$ cat src/rtl/bmprle_pkg.sv
// Shared types and constants for the BMP RLE8/RLE4 span decoder.
// No dependencies; imported by every module of the block.
`default_nettype none
package bmprle_pkg;

	typedef enum logic [2:0] {
		PH_COUNT,
		PH_COMMAND,
		PH_DELTA_X,
		PH_DELTA_Y,
		PH_ABSOLUTE,
		PH_PAD
	} phase_t;

	localparam logic [7:0] CMD_EOL   = 8'd0;
	localparam logic [7:0] CMD_EOB   = 8'd1;
	localparam logic [7:0] CMD_DELTA = 8'd2;

	localparam logic [1:0] REG_FOUR_BIT = 2'd0;
	localparam logic [1:0] REG_BOTTOM_UP = 2'd1;
	localparam logic [1:0] REG_HEIGHT   = 2'd2;
	localparam logic [1:0] REG_STRIDE   = 2'd3;

	localparam logic [12:0] HEIGHT_CAP = 13'd4096;
	localparam logic [12:0] STRIDE_CAP = 13'd4096;

	typedef struct packed {
		logic [15:0] row;
		logic [15:0] column;
		logic [7:0]  count;
		logic [7:0]  pattern;
		logic        four_bit;
		logic        eoi;
	} span_req_t;

endpackage
`default_nettype wire

$ cat src/rtl/bitmap_rle_span_decoder_core.sv
// Top level of the BMP RLE8/RLE4 span decoder: configuration registers,
// address pipeline and output register. Depends on bmprle_pkg, bmprle_parse.
//
// The decoder takes one compressed byte per clock and never stalls on its
// own. A byte that produces a span reaches the output register through the
// pipeline registers in order: the span request is registered as it is
// accepted, the row stage flips the row and forms the 13x13-bit row times
// stride product, and the output stage adds the column offset into the output
// register. Input is held off only when the output is back-pressured and
// the pipeline is full.
`default_nettype none
module bitmap_rle_span_decoder_core (
	input  wire logic        clk,
	input  wire logic        arst_n,
	input  wire logic        s_axis_tvalid,
	output logic             s_axis_tready,
	input  wire logic [7:0]  s_axis_tdata,   // [7:0] stream_byte
	output logic             m_axis_tvalid,
	input  wire logic        m_axis_tready,
	output logic [71:0]      m_axis_tdata,   // [11:0] span_row, [27:12] span_column,
	                                         // [51:28] byte_address, [59:52] pixel_count,
	                                         // [67:60] pixel_pattern, [71:68] zero
	output logic [1:0]       m_axis_tuser,   // [0] odd_start, [1] out_of_range
	output logic             m_axis_tlast,   // end_of_image
	input  wire logic        cfg_valid,
	output logic             cfg_ready,
	input  wire logic [1:0]  cfg_index,
	input  wire logic [12:0] cfg_data
);
	import bmprle_pkg::*;

	logic        four_bit_q;
	logic        bottom_up_q;
	logic [12:0] height_q;
	logic [12:0] stride_q;

	span_req_t   req;
	logic        req_valid;
	logic        take;

	span_req_t   span_s1;
	logic        v_s1;
	logic        v_s2;
	logic        v_o;
	logic        load_s1, load_s2, load_o;

	logic [12:0] h_eff;
	logic [12:0] st_eff;
	logic        oor_c;
	logic [12:0] stored_c;

	logic [25:0] prod_s2;
	logic [15:0] colb_s2;
	logic [12:0] stored_s2;
	logic        oor_s2;
	logic [15:0] column_s2;
	logic [7:0]  count_s2;
	logic [7:0]  pattern_s2;
	logic        odd_s2;
	logic        eoi_s2;

	logic [23:0] addr_c;

	logic [11:0] row_o;
	logic [15:0] column_o;
	logic [23:0] addr_o;
	logic [7:0]  count_o;
	logic [7:0]  pattern_o;
	logic        odd_o;
	logic        oor_o;
	logic        eoi_o;

	assign cfg_ready = 1'b1;

	always_ff @(posedge clk or negedge arst_n) begin
		if (!arst_n) begin
			four_bit_q  <= 1'b0;
			bottom_up_q <= 1'b1;
			height_q    <= 13'd1;
			stride_q    <= 13'd4;
		end else if (cfg_valid) begin
			case (cfg_index)
				REG_FOUR_BIT:  four_bit_q  <= cfg_data[0];
				REG_BOTTOM_UP: bottom_up_q <= cfg_data[0];
				REG_HEIGHT:    height_q    <= cfg_data;
				REG_STRIDE:    stride_q    <= cfg_data;
				default: ;
			endcase
		end
	end

	assign load_o        = v_s2 && (!v_o || m_axis_tready);
	assign load_s2       = v_s1 && (!v_s2 || load_o);
	assign s_axis_tready = !v_s1 || load_s2;
	assign take          = s_axis_tvalid && s_axis_tready;
	assign load_s1       = take && req_valid;

	bmprle_parse u_parse (
		.clk           (clk),
		.arst_n        (arst_n),
		.take          (take),
		.stream_byte   (s_axis_tdata),
		.four_bit_mode (four_bit_q),
		.req           (req),
		.req_valid     (req_valid)
	);

	always_ff @(posedge clk or negedge arst_n) begin
		if (!arst_n) begin
			v_s1 <= 1'b0;
			v_s2 <= 1'b0;
			v_o  <= 1'b0;
		end else begin
			if (load_s1) begin
				v_s1 <= 1'b1;
			end else if (load_s2) begin
				v_s1 <= 1'b0;
			end
			if (load_s2) begin
				v_s2 <= 1'b1;
			end else if (load_o) begin
				v_s2 <= 1'b0;
			end
			if (load_o) begin
				v_o <= 1'b1;
			end else if (m_axis_tready) begin
				v_o <= 1'b0;
			end
		end
	end

	always_ff @(posedge clk) begin
		if (load_s1) begin
			span_s1 <= req;
		end
	end

	// flip the row and form the row base address
	assign h_eff    = (height_q > HEIGHT_CAP) ? HEIGHT_CAP : height_q;
	assign st_eff   = (stride_q > STRIDE_CAP) ? STRIDE_CAP : stride_q;
	assign oor_c    = span_s1.row >= {3'd0, h_eff};
	assign stored_c = bottom_up_q ? (h_eff - 13'd1 - span_s1.row[12:0]) : span_s1.row[12:0];

	always_ff @(posedge clk) begin
		if (load_s2) begin
			prod_s2    <= stored_c * st_eff;
			colb_s2    <= span_s1.four_bit ? {1'b0, span_s1.column[15:1]} : span_s1.column;
			stored_s2  <= stored_c;
			oor_s2     <= oor_c && !span_s1.eoi;
			column_s2  <= span_s1.column;
			count_s2   <= span_s1.count;
			pattern_s2 <= span_s1.pattern;
			odd_s2     <= span_s1.four_bit && span_s1.column[0];
			eoi_s2     <= span_s1.eoi;
		end
	end

	assign addr_c = prod_s2[23:0] + {8'd0, colb_s2};

	always_ff @(posedge clk) begin
		if (load_o) begin
			row_o     <= (oor_s2 || eoi_s2) ? 12'd0 : stored_s2[11:0];
			addr_o    <= (oor_s2 || eoi_s2) ? 24'd0 : addr_c;
			column_o  <= column_s2;
			count_o   <= count_s2;
			pattern_o <= pattern_s2;
			odd_o     <= odd_s2;
			oor_o     <= oor_s2;
			eoi_o     <= eoi_s2;
		end
	end

	assign m_axis_tvalid = v_o;
	assign m_axis_tdata  = {4'd0, pattern_o, count_o, addr_o, column_o, row_o};
	assign m_axis_tuser  = {oor_o, odd_o};
	assign m_axis_tlast  = eoi_o;

endmodule
`default_nettype wire

$ cat src/rtl/bmprle_parse.sv
// Byte parser: phase machine, row/column tracking and span requests.
// Depends on bmprle_pkg.
`default_nettype none
module bmprle_parse (
	input  wire logic                  clk,
	input  wire logic                  arst_n,
	input  wire logic                  take,
	input  wire logic [7:0]            stream_byte,
	input  wire logic                  four_bit_mode,
	output bmprle_pkg::span_req_t      req,
	output logic                       req_valid
);
	import bmprle_pkg::*;

	phase_t      phase_q, phase_d;
	logic [7:0]  run_count_q, run_count_d;
	logic [7:0]  abs_left_q, abs_left_d;
	logic        pad_q, pad_d;
	logic [7:0]  delta_col_q, delta_col_d;
	logic [15:0] row_q, row_d;
	logic [15:0] col_q, col_d;
	logic [7:0]  n;
	logic [16:0] col_sum;
	logic [16:0] dcol_sum;
	logic [16:0] row_inc;
	logic [16:0] drow_sum;

	assign col_sum  = {1'b0, col_q} + {9'd0, (phase_q == PH_ABSOLUTE) ? n : run_count_q};
	assign dcol_sum = {1'b0, col_q} + {9'd0, delta_col_q};
	assign row_inc  = {1'b0, row_q} + 17'd1;
	assign drow_sum = {1'b0, row_q} + {9'd0, stream_byte};

	always_comb begin
		n = (four_bit_mode && abs_left_q >= 8'd2) ? 8'd2 : 8'd1;
		if (n > abs_left_q) begin
			n = abs_left_q;
		end
	end

	always_comb begin
		phase_d     = phase_q;
		run_count_d = run_count_q;
		abs_left_d  = abs_left_q;
		pad_d       = pad_q;
		delta_col_d = delta_col_q;
		row_d       = row_q;
		col_d       = col_q;
		req_valid   = 1'b0;
		req.row      = row_q;
		req.column   = col_q;
		req.count    = run_count_q;
		req.pattern  = stream_byte;
		req.four_bit = four_bit_mode;
		req.eoi      = 1'b0;
		case (phase_q)
			PH_COUNT: begin
				run_count_d = stream_byte;
				phase_d     = PH_COMMAND;
			end
			PH_COMMAND: begin
				phase_d = PH_COUNT;
				if (run_count_q != 8'd0) begin
					req_valid = 1'b1;
					col_d     = col_sum[16] ? 16'hFFFF : col_sum[15:0];
				end else if (stream_byte == CMD_EOL) begin
					row_d = row_inc[16] ? 16'hFFFF : row_inc[15:0];
					col_d = '0;
				end else if (stream_byte == CMD_EOB) begin
					req_valid    = 1'b1;
					req.row      = '0;
					req.column   = '0;
					req.count    = '0;
					req.pattern  = '0;
					req.four_bit = 1'b0;
					req.eoi      = 1'b1;
					row_d        = '0;
					col_d        = '0;
					run_count_d  = '0;
					abs_left_d   = '0;
					pad_d        = 1'b0;
					delta_col_d  = '0;
				end else if (stream_byte == CMD_DELTA) begin
					phase_d = PH_DELTA_X;
				end else begin
					abs_left_d = stream_byte;
					if (four_bit_mode) begin
						pad_d = (stream_byte[1:0] == 2'd1) || (stream_byte[1:0] == 2'd2);
					end else begin
						pad_d = stream_byte[0];
					end
					phase_d = PH_ABSOLUTE;
				end
			end
			PH_DELTA_X: begin
				delta_col_d = stream_byte;
				phase_d     = PH_DELTA_Y;
			end
			PH_DELTA_Y: begin
				col_d   = dcol_sum[16] ? 16'hFFFF : dcol_sum[15:0];
				row_d   = drow_sum[16] ? 16'hFFFF : drow_sum[15:0];
				phase_d = PH_COUNT;
			end
			PH_ABSOLUTE: begin
				req_valid  = 1'b1;
				req.count  = n;
				abs_left_d = abs_left_q - n;
				col_d      = col_sum[16] ? 16'hFFFF : col_sum[15:0];
				if (abs_left_q == n) begin
					phase_d = pad_q ? PH_PAD : PH_COUNT;
				end
			end
			PH_PAD: begin
				pad_d   = 1'b0;
				phase_d = PH_COUNT;
			end
			default: begin
				phase_d = PH_COUNT;
			end
		endcase
	end

	always_ff @(posedge clk or negedge arst_n) begin
		if (!arst_n) begin
			phase_q     <= PH_COUNT;
			run_count_q <= '0;
			abs_left_q  <= '0;
			pad_q       <= 1'b0;
			delta_col_q <= '0;
			row_q       <= '0;
			col_q       <= '0;
		end else if (take) begin
			phase_q     <= phase_d;
			run_count_q <= run_count_d;
			abs_left_q  <= abs_left_d;
			pad_q       <= pad_d;
			delta_col_q <= delta_col_d;
			row_q       <= row_d;
			col_q       <= col_d;
		end
	end

endmodule
`default_nettype wire

$ cat config.mk
export PLATFORM = sky130hd
export DESIGN_NAME = bitmap_rle_span_decoder_core
export DESIGN_NICKNAME = d
export VERILOG_FILES = /design/src/rtl/bmprle_pkg.sv /design/src/rtl/bitmap_rle_span_decoder_core.sv /design/src/rtl/bmprle_parse.sv
export SDC_FILE = /design/constraint.sdc
export NUM_CORES = 1
export LEC_CHECK = 0
export BUFFER_PORTS_ARGS = -buffer_cell sky130_fd_sc_hd__buf_2
export CAP_MARGIN = 5
export CORE_AREA = 4 4 218 220
export DETAILED_ROUTE_END_ITERATION = 16
export DIE_AREA = 0 0 222 224
export MAX_ROUTING_LAYER = met4
export PLACE_DENSITY_LB_ADDON = 0.08
export SYNTH_ARGS = -nofsm -noshare
export SYNTH_HDL_FRONTEND = slang
export SYNTH_SLANG_ARGS = --single-unit
export TNS_END_PERCENT = 1
$ cat constraint.sdc
create_clock -name clk -period 7.8 [get_ports clk]
set_input_delay 0.39 -clock clk [delete_from_list [all_inputs] [get_ports clk]]
set_output_delay 0.39 -clock clk [all_outputs]
set_load 0.03 [all_outputs]
==> results of run 1 <==
## cell usage after synthesis, drive strengths merged, types with 7 or more instances
cell,number,area [µm²]
a211o,8,70.1
a211oi,16,125
a21o,27,203
a21oi,118,609
a22o,9,78.8
a31oi,17,106
and2,52,325
and3,13,81.3
buf,29,168
clkbuf,49,184
dfrtp,88,2200
edfxtp,208,6250
fa,126,2520
ha,135,1690
inv,213,800
mux2,44,495
mux2i,11,123
nand2,170,648
nand2b,35,219
nand3,34,170
nand4,9,56.3
nor2,169,642
nor2b,58,363
nor3,23,131
nor4,7,65.1
o21a,17,128
o21ai,84,420
o22ai,12,75.1
o31ai,11,87.6
or3,11,68.8
xnor2,32,280
xor2,31,272
## registers in the layout, summed over array words and instances (netlist names), 13 cells and up
name,cells
addr_o,24
u_parse.row_q,16
u_parse.col_q,16
column_o,16
prod_s2,24
span_s1,50
colb_s2,16
stride_q,13
column_s2,16
height_q,13
## per-layer routing
metal  global-route usage, %  vias up  part of all wire, %
met3                    3.35       79                  5.3
met2                    30.6      336                   45
li1                        -     6858                    -
met5                       -        -                    0
met1                    28.2     6744                   48
met4                    6.14        0                  2.5
## worst paths after layout
check                             from               end  slack, ns  cells after the start
hold reg to reg             span_s1[8]     pattern_s2[6]       0.41                      0
setup / recovery           height_q[0]       prod_s2[23]       0.37                     31
min in group asynchronous       arst_n  u_parse.row_q[8]       0.33                      2
setup reg to reg           height_q[0]       prod_s2[23]       0.37                     31
max in group asynchronous       arst_n  u_parse.col_q[6]       6.32                      3
hold / removal             cfg_data[1]       height_q[1]       0.08                      2
## kinds of logic (layout without fill, tap and decap cells)
group	Yosys count	in the layout	synth area share (%)
XOR/XNOR	64	64	2.81
multiplexers	55	55	3.03
adder cells (fa/ha/maj)	261	261	20.6
AND/OR/NAND/NOR	605	605	14.5
flip-flops	299	299	41.8
buffers and inverters	297	412	5.76
AO/OA/AOI/OAI	368	368	11.4
other	2	5	0.0368
## through the flow
stage / hold slack (ns) / cell area, µm²
detailed placement: 0.384 / 21500
global placement: 0.382 / 21500
global route: 0.0663 / 22800
floorplan: 0.0944 / 20400
finish: 0.0760 / 22800
CTS: 0.0414 / 22700
## repair_timing
action / 4_1_cts / 5_1_grt
hold buffers: 1 / 0
resized for setup: 0 / 9
endpoints found under the setup margin: 0 / 7
endpoints found under the hold margin: 32 / 0
setup buffers: 0 / 3
## layout make-up
class	count	area, µm²
inverter	219	823
clock buffer	44	962
fill	4196	22500
tap	600	751
clock inverter	21	248
multi-input combinational	1358	10800
sequential	299	8530
timing repair buffer	128	716
==> results.sh, run 1 <==
export IMPL_outcome="finished clean"
export IMPL_synth_area_mm2=0.0204
export IMPL_tritoncts="done"
export IMPL_critical_path_class="reg -> reg"
export IMPL_boundaryPins=106
export IMPL_crit_arrival_ns=7.73
export IMPL_placed_cells=2600
export IMPL_dp_hpwl_mm=36.3
export IMPL_synth_cell_types=84
export IMPL_rows=78
export IMPL_numCtsBuffers=36
export IMPL_via_per_inst=5.25
export IMPL_synth_edff_count=208
export IMPL_start_util_pct=45.1
export IMPL_drv_slew=0
export IMPL_layout_commonest_cell="inv_1"
export IMPL_worstPathRequired_ns=8.10
export IMPL_grt_util_all_layers_pct=20.2
export IMPL_finalSetupTns_ns=0
export IMPL_h_tree_depth=2
export IMPL_clockBufferDepth=3
export IMPL_slew_headroom_pct=25.2
export IMPL_critPathBufInv=7
export IMPL_worstMarginPinSlew_ns=1.12
export IMPL_antenna_found_initial=1
export IMPL_synth_ff_type="edfxtp_1"
export IMPL_wire_per_inst_um=17.9
export IMPL_yosysWarnings=0
export IMPL_gp_congestion=0.892
export IMPL_critPathTopFamily="adder cells"
export IMPL_nets=2331
export IMPL_grt_pass1_vias=14300
export IMPL_root_buffer="clkbuf_16"
export IMPL_grt_max_degree=61
export IMPL_final_cell_mix="211 x inv_1, 208 x edfxtp_1, 168 x nand2_1, 166 x nor2_1, 134 x ha_1"
export IMPL_max_freq_ghz=0.135
export IMPL_cp_start_kind="flop"
export IMPL_drcViolationCount=0
export IMPL_cap_violations=0
export IMPL_io_buffer_count=100
export IMPL_ant_nets=0
export IMPL_drive_gt1_share_pct=13.1
export IMPL_dieArea_mm2=0.0497
export IMPL_slowest_stage="fa_1"
export IMPL_drt_pass1_iterations=5
export IMPL_grt_overflow_total=0
export IMPL_drtIter0Drc=835
export IMPL_final_util_pct=50.3
export IMPL_ys_seq_area_share_pct=41.8
export IMPL_critical_path_peak_fanout=7
export IMPL_worst_slack_ns=0.371
export IMPL_max_stage_delay_ns=0.57
export IMPL_vias=14000
export IMPL_clk_latency_ns=0.57
export IMPL_finalWirelength_mm=47.8
export IMPL_avgSynthCellArea_um2=10.5
export IMPL_hold_violations=0
export IMPL_chipHeight_um=224
export IMPL_cts_sinks=299
export IMPL_final_instance_count_excl_fill=2669
export IMPL_finalSetupViolations=0
export IMPL_clkSlewWorstSetupHoldPaths_ns=0.06
export IMPL_fin_skew_ns=0.0258
export IMPL_dieWidth_um=222
export IMPL_fin_crit_ns=7.43
export IMPL_grt_pass1_wl_mm=78.9
export IMPL_dp_slack_ns=0.250
export IMPL_core_mm2=0.0453
export IMPL_end_kind="flop"
export IMPL_path_common_cell="fa_1"
export IMPL_async_flop_share_pct=30.4
export IMPL_period_share_pct=95.2
export IMPL_ys_ff_latch=299
export IMPL_synthCells=1951
export IMPL_antenna_cells=0
export IMPL_synthToLayoutAreaGrowth_pct=11.7
export IMPL_hold_path_class="in -> reg"
Power of run 1 is left out: the tool's default activity adds up to more than one toggle a clock period on the data nets, which glitch-free logic cannot reach.
==> run 2, diff against run 1 <==
--- a/config.mk
+++ b/config.mk
@@ -7,11 +7,12 @@
 export LEC_CHECK = 0
 export BUFFER_PORTS_ARGS = -buffer_cell sky130_fd_sc_hd__buf_2
 export CAP_MARGIN = 5
-export CORE_AREA = 4 4 218 220
+export CORE_AREA = 4 4 166 289
 export DETAILED_ROUTE_END_ITERATION = 16
-export DIE_AREA = 0 0 222 224
+export DIE_AREA = 0 0 170 293
 export MAX_ROUTING_LAYER = met4
 export PLACE_DENSITY_LB_ADDON = 0.08
+export SLEW_MARGIN = 15
 export SYNTH_ARGS = -nofsm -noshare
 export SYNTH_HDL_FRONTEND = slang
 export SYNTH_SLANG_ARGS = --single-unit
==> results.sh, run 2 (synthesized netlist as in run 1, its figures left out) <==
export IMPL_wire_per_inst_um=20.1
export IMPL_critPathTopFamily="adder cells"
export IMPL_whs_path_depth=2
export IMPL_use_met3_pct=1.92
export IMPL_critical_path_class="reg -> reg"
export IMPL_core_mm2=0.0457
export IMPL_grt_pass1_wl_mm=84.0
export IMPL_fin_crit_ns=7.45
export IMPL_worstPathRequired_ns=8.12
export IMPL_dieArea_mm2=0.0498
export IMPL_drcViolationCount=0
export IMPL_tritoncts="done"
export IMPL_cts_sinks=299
export IMPL_grt_max_degree=64
export IMPL_met1_usage_pct=22.3
export IMPL_cp_start_kind="flop"
export IMPL_finalWirelength_mm=53.1
export IMPL_grt_pass1_vias=15300
export IMPL_drt_pass1_iterations=5
export IMPL_layout_commonest_cell="inv_1"
export IMPL_met2_usage_pct=42.8
export IMPL_drive_gt1_share_pct=12.6
export IMPL_r2r_slack_ns=0.35
export IMPL_max_freq_ghz=0.134
export IMPL_outcome="finished clean"
export IMPL_worstMarginPinSlew_ns=1.14
export IMPL_start_util_pct=44.7
export IMPL_chipHeight_um=293
export IMPL_critPathBufInv=6
export IMPL_fin_skew_ns=0.0229
export IMPL_n_fill_cell=4251
export IMPL_numCtsBuffers=29
export IMPL_largest_register_ffs=50
export IMPL_root_buffer="clkbuf_16"
export IMPL_h_tree_depth=1
export IMPL_dp_slack_ns=0.121
export IMPL_regArea_mm2=0.00853
export IMPL_busiest_layer="met2"
export IMPL_path_common_cell="fa_1"
export IMPL_rows=104
export IMPL_r2r_end="prod_s2[23]"
export IMPL_reg2reg_from="height_q[0]"
export IMPL_ant_nets=0
export IMPL_grt_util_all_layers_pct=22.0
export IMPL_synthToLayoutAreaGrowth_pct=10.5
export IMPL_reg2reg_depth=30
export IMPL_boundaryPins=106
export IMPL_io_buffer_count=100
export IMPL_cap_violations=0
export IMPL_finalSetupViolations=0
export IMPL_vias=14400
export IMPL_grt_overflow_total=0
export IMPL_multiInputGateArea_mm2=0.0108
export IMPL_dp_hpwl_mm=42.0
export IMPL_nets=2323
export IMPL_hold_path_class="in -> reg"
export IMPL_min_to="stride_q[9]"
export IMPL_dieWidth_um=170
export IMPL_clockBufferDepth=3
export IMPL_drtIter0Drc=738
export IMPL_worst_slack_ns=0.349
export IMPL_max_stage_delay_ns=0.55
export IMPL_clk_latency_ns=0.59
export IMPL_hold_violations=0
export IMPL_largestRegisters="span_s1: 50 flops, addr_o: 24 flops, prod_s2: 24 flops"
export IMPL_end_kind="flop"
export IMPL_slowest_stage="fa_1"
export IMPL_period_share_pct=95.5
export IMPL_clkSlewWorstSetupHoldPaths_ns=0.07
export IMPL_hp_start="cfg_data[9]"
export IMPL_final_cell_mix="212 x inv_1, 208 x edfxtp_1, 168 x nand2_1, 167 x nor2_1, 133 x ha_1"
export IMPL_critical_path_peak_fanout=7
export IMPL_via_per_inst=5.45
export IMPL_crit_arrival_ns=7.78
export IMPL_gp_congestion=0.940
export IMPL_slew_headroom_pct=24.0
export IMPL_antenna_found_initial=1
export IMPL_drv_slew=0
export IMPL_largest_register="span_s1"
[run 2: cell count changes in the layout (fill, tap and decap cells not counted), moves of 2 or more]
| cell | before | now |
|---|---|---|
| clkinv_4 | 0 | 2 |
| inv_2 | 3 | 1 |
| clkbuf_16 | 37 | 30 |
| clkinvlp_4 | 2 | 4 |
| clkinv_2 | 9 | 6 |
| clkbuf_1 | 6 | 3 |
| clkbuf_8 | 1 | 3 |
| bufinv_16 | 4 | 2 |
[run 2: how the worst max path moves through the flow]
stage / slack (ns) / from / depth (start not counted) / end
2_1_floorplan: 0.67 / height_q[12] / 29 / prod_s2[23]
3_3_place_gp: 0.34 / height_q[0] / 29 / prod_s2[23]
3_5_place_dp: 0.12 / height_q[0] / 29 / prod_s2[23]
4_1_cts: 0.09 / height_q[0] / 29 / prod_s2[23]
5_1_grt: -0.07 / height_q[0] / 31 / prod_s2[23]
6_report: 0.35 / height_q[0] / 30 / prod_s2[23]
[run 2: area by class of cell]
class                           instances  share of cell area [%]
Antenna cell                            1                  0.0111
Tap cell                              583                    3.24
Inverter                              219                    3.67
Clock inverter                         18                   0.760
Clock buffer                           36                    3.56
Timing Repair Buffer                  127                    3.14
Sequential cell                       299                    37.8
Multi-Input combinational cell       1358                    47.8
[run 2: per-layer routing]
layer / wire length (µm) / up-vias / part of all wire, %
met5: 0 / - / 0
met4: 2280 / 0 / 4.3
met3: 1620 / 120 / 3.1
met2: 30600 / 323 / 58
met1: 18600 / 7123 / 35
li1: - / 6830 / -
[run 2: timing repair]
item	4_1_cts	5_1_grt
setup endpoints to repair	0	8
hold endpoints to repair	28	0
resized for setup	0	10
buffers inserted	0	1
hold buffers	1	0
[run 2: worst register-to-register path: cells and delay by family, from the launching register on]
family,cells,cell delay [ns]
buffers and inverters,6,0.52
AOI/OAI and AO/OA,10,1.89
and+or+nand+nor,4,0.52
xor gates and xnor gates,2,0.50
adders and majority gates,8,3.24
DFF,1,0.52
[run 2: through the flow]
| step | std cells | hold WS, ns | area (µm²) | TNS [ns] | utilization [%] |
|---|---|---|---|---|---|
| final | 2641 | 0.0606 | 22500 | 0 | 49.4 |
| after global routing | 2641 | 0.0444 | 22500 | -0.0908 | 49.4 |
| after CTS | 2639 | 0.0239 | 22500 | 0 | 49.2 |
| after detailed placement | 2584 | 0.355 | 21500 | 0 | 47.1 |
| after global placement | 2584 | 0.348 | 21500 | 0 | 47.1 |
| after floorplan | 1954 | 0.0944 | 20400 | 0 | - |
Power of run 2 is left out for the same reason.
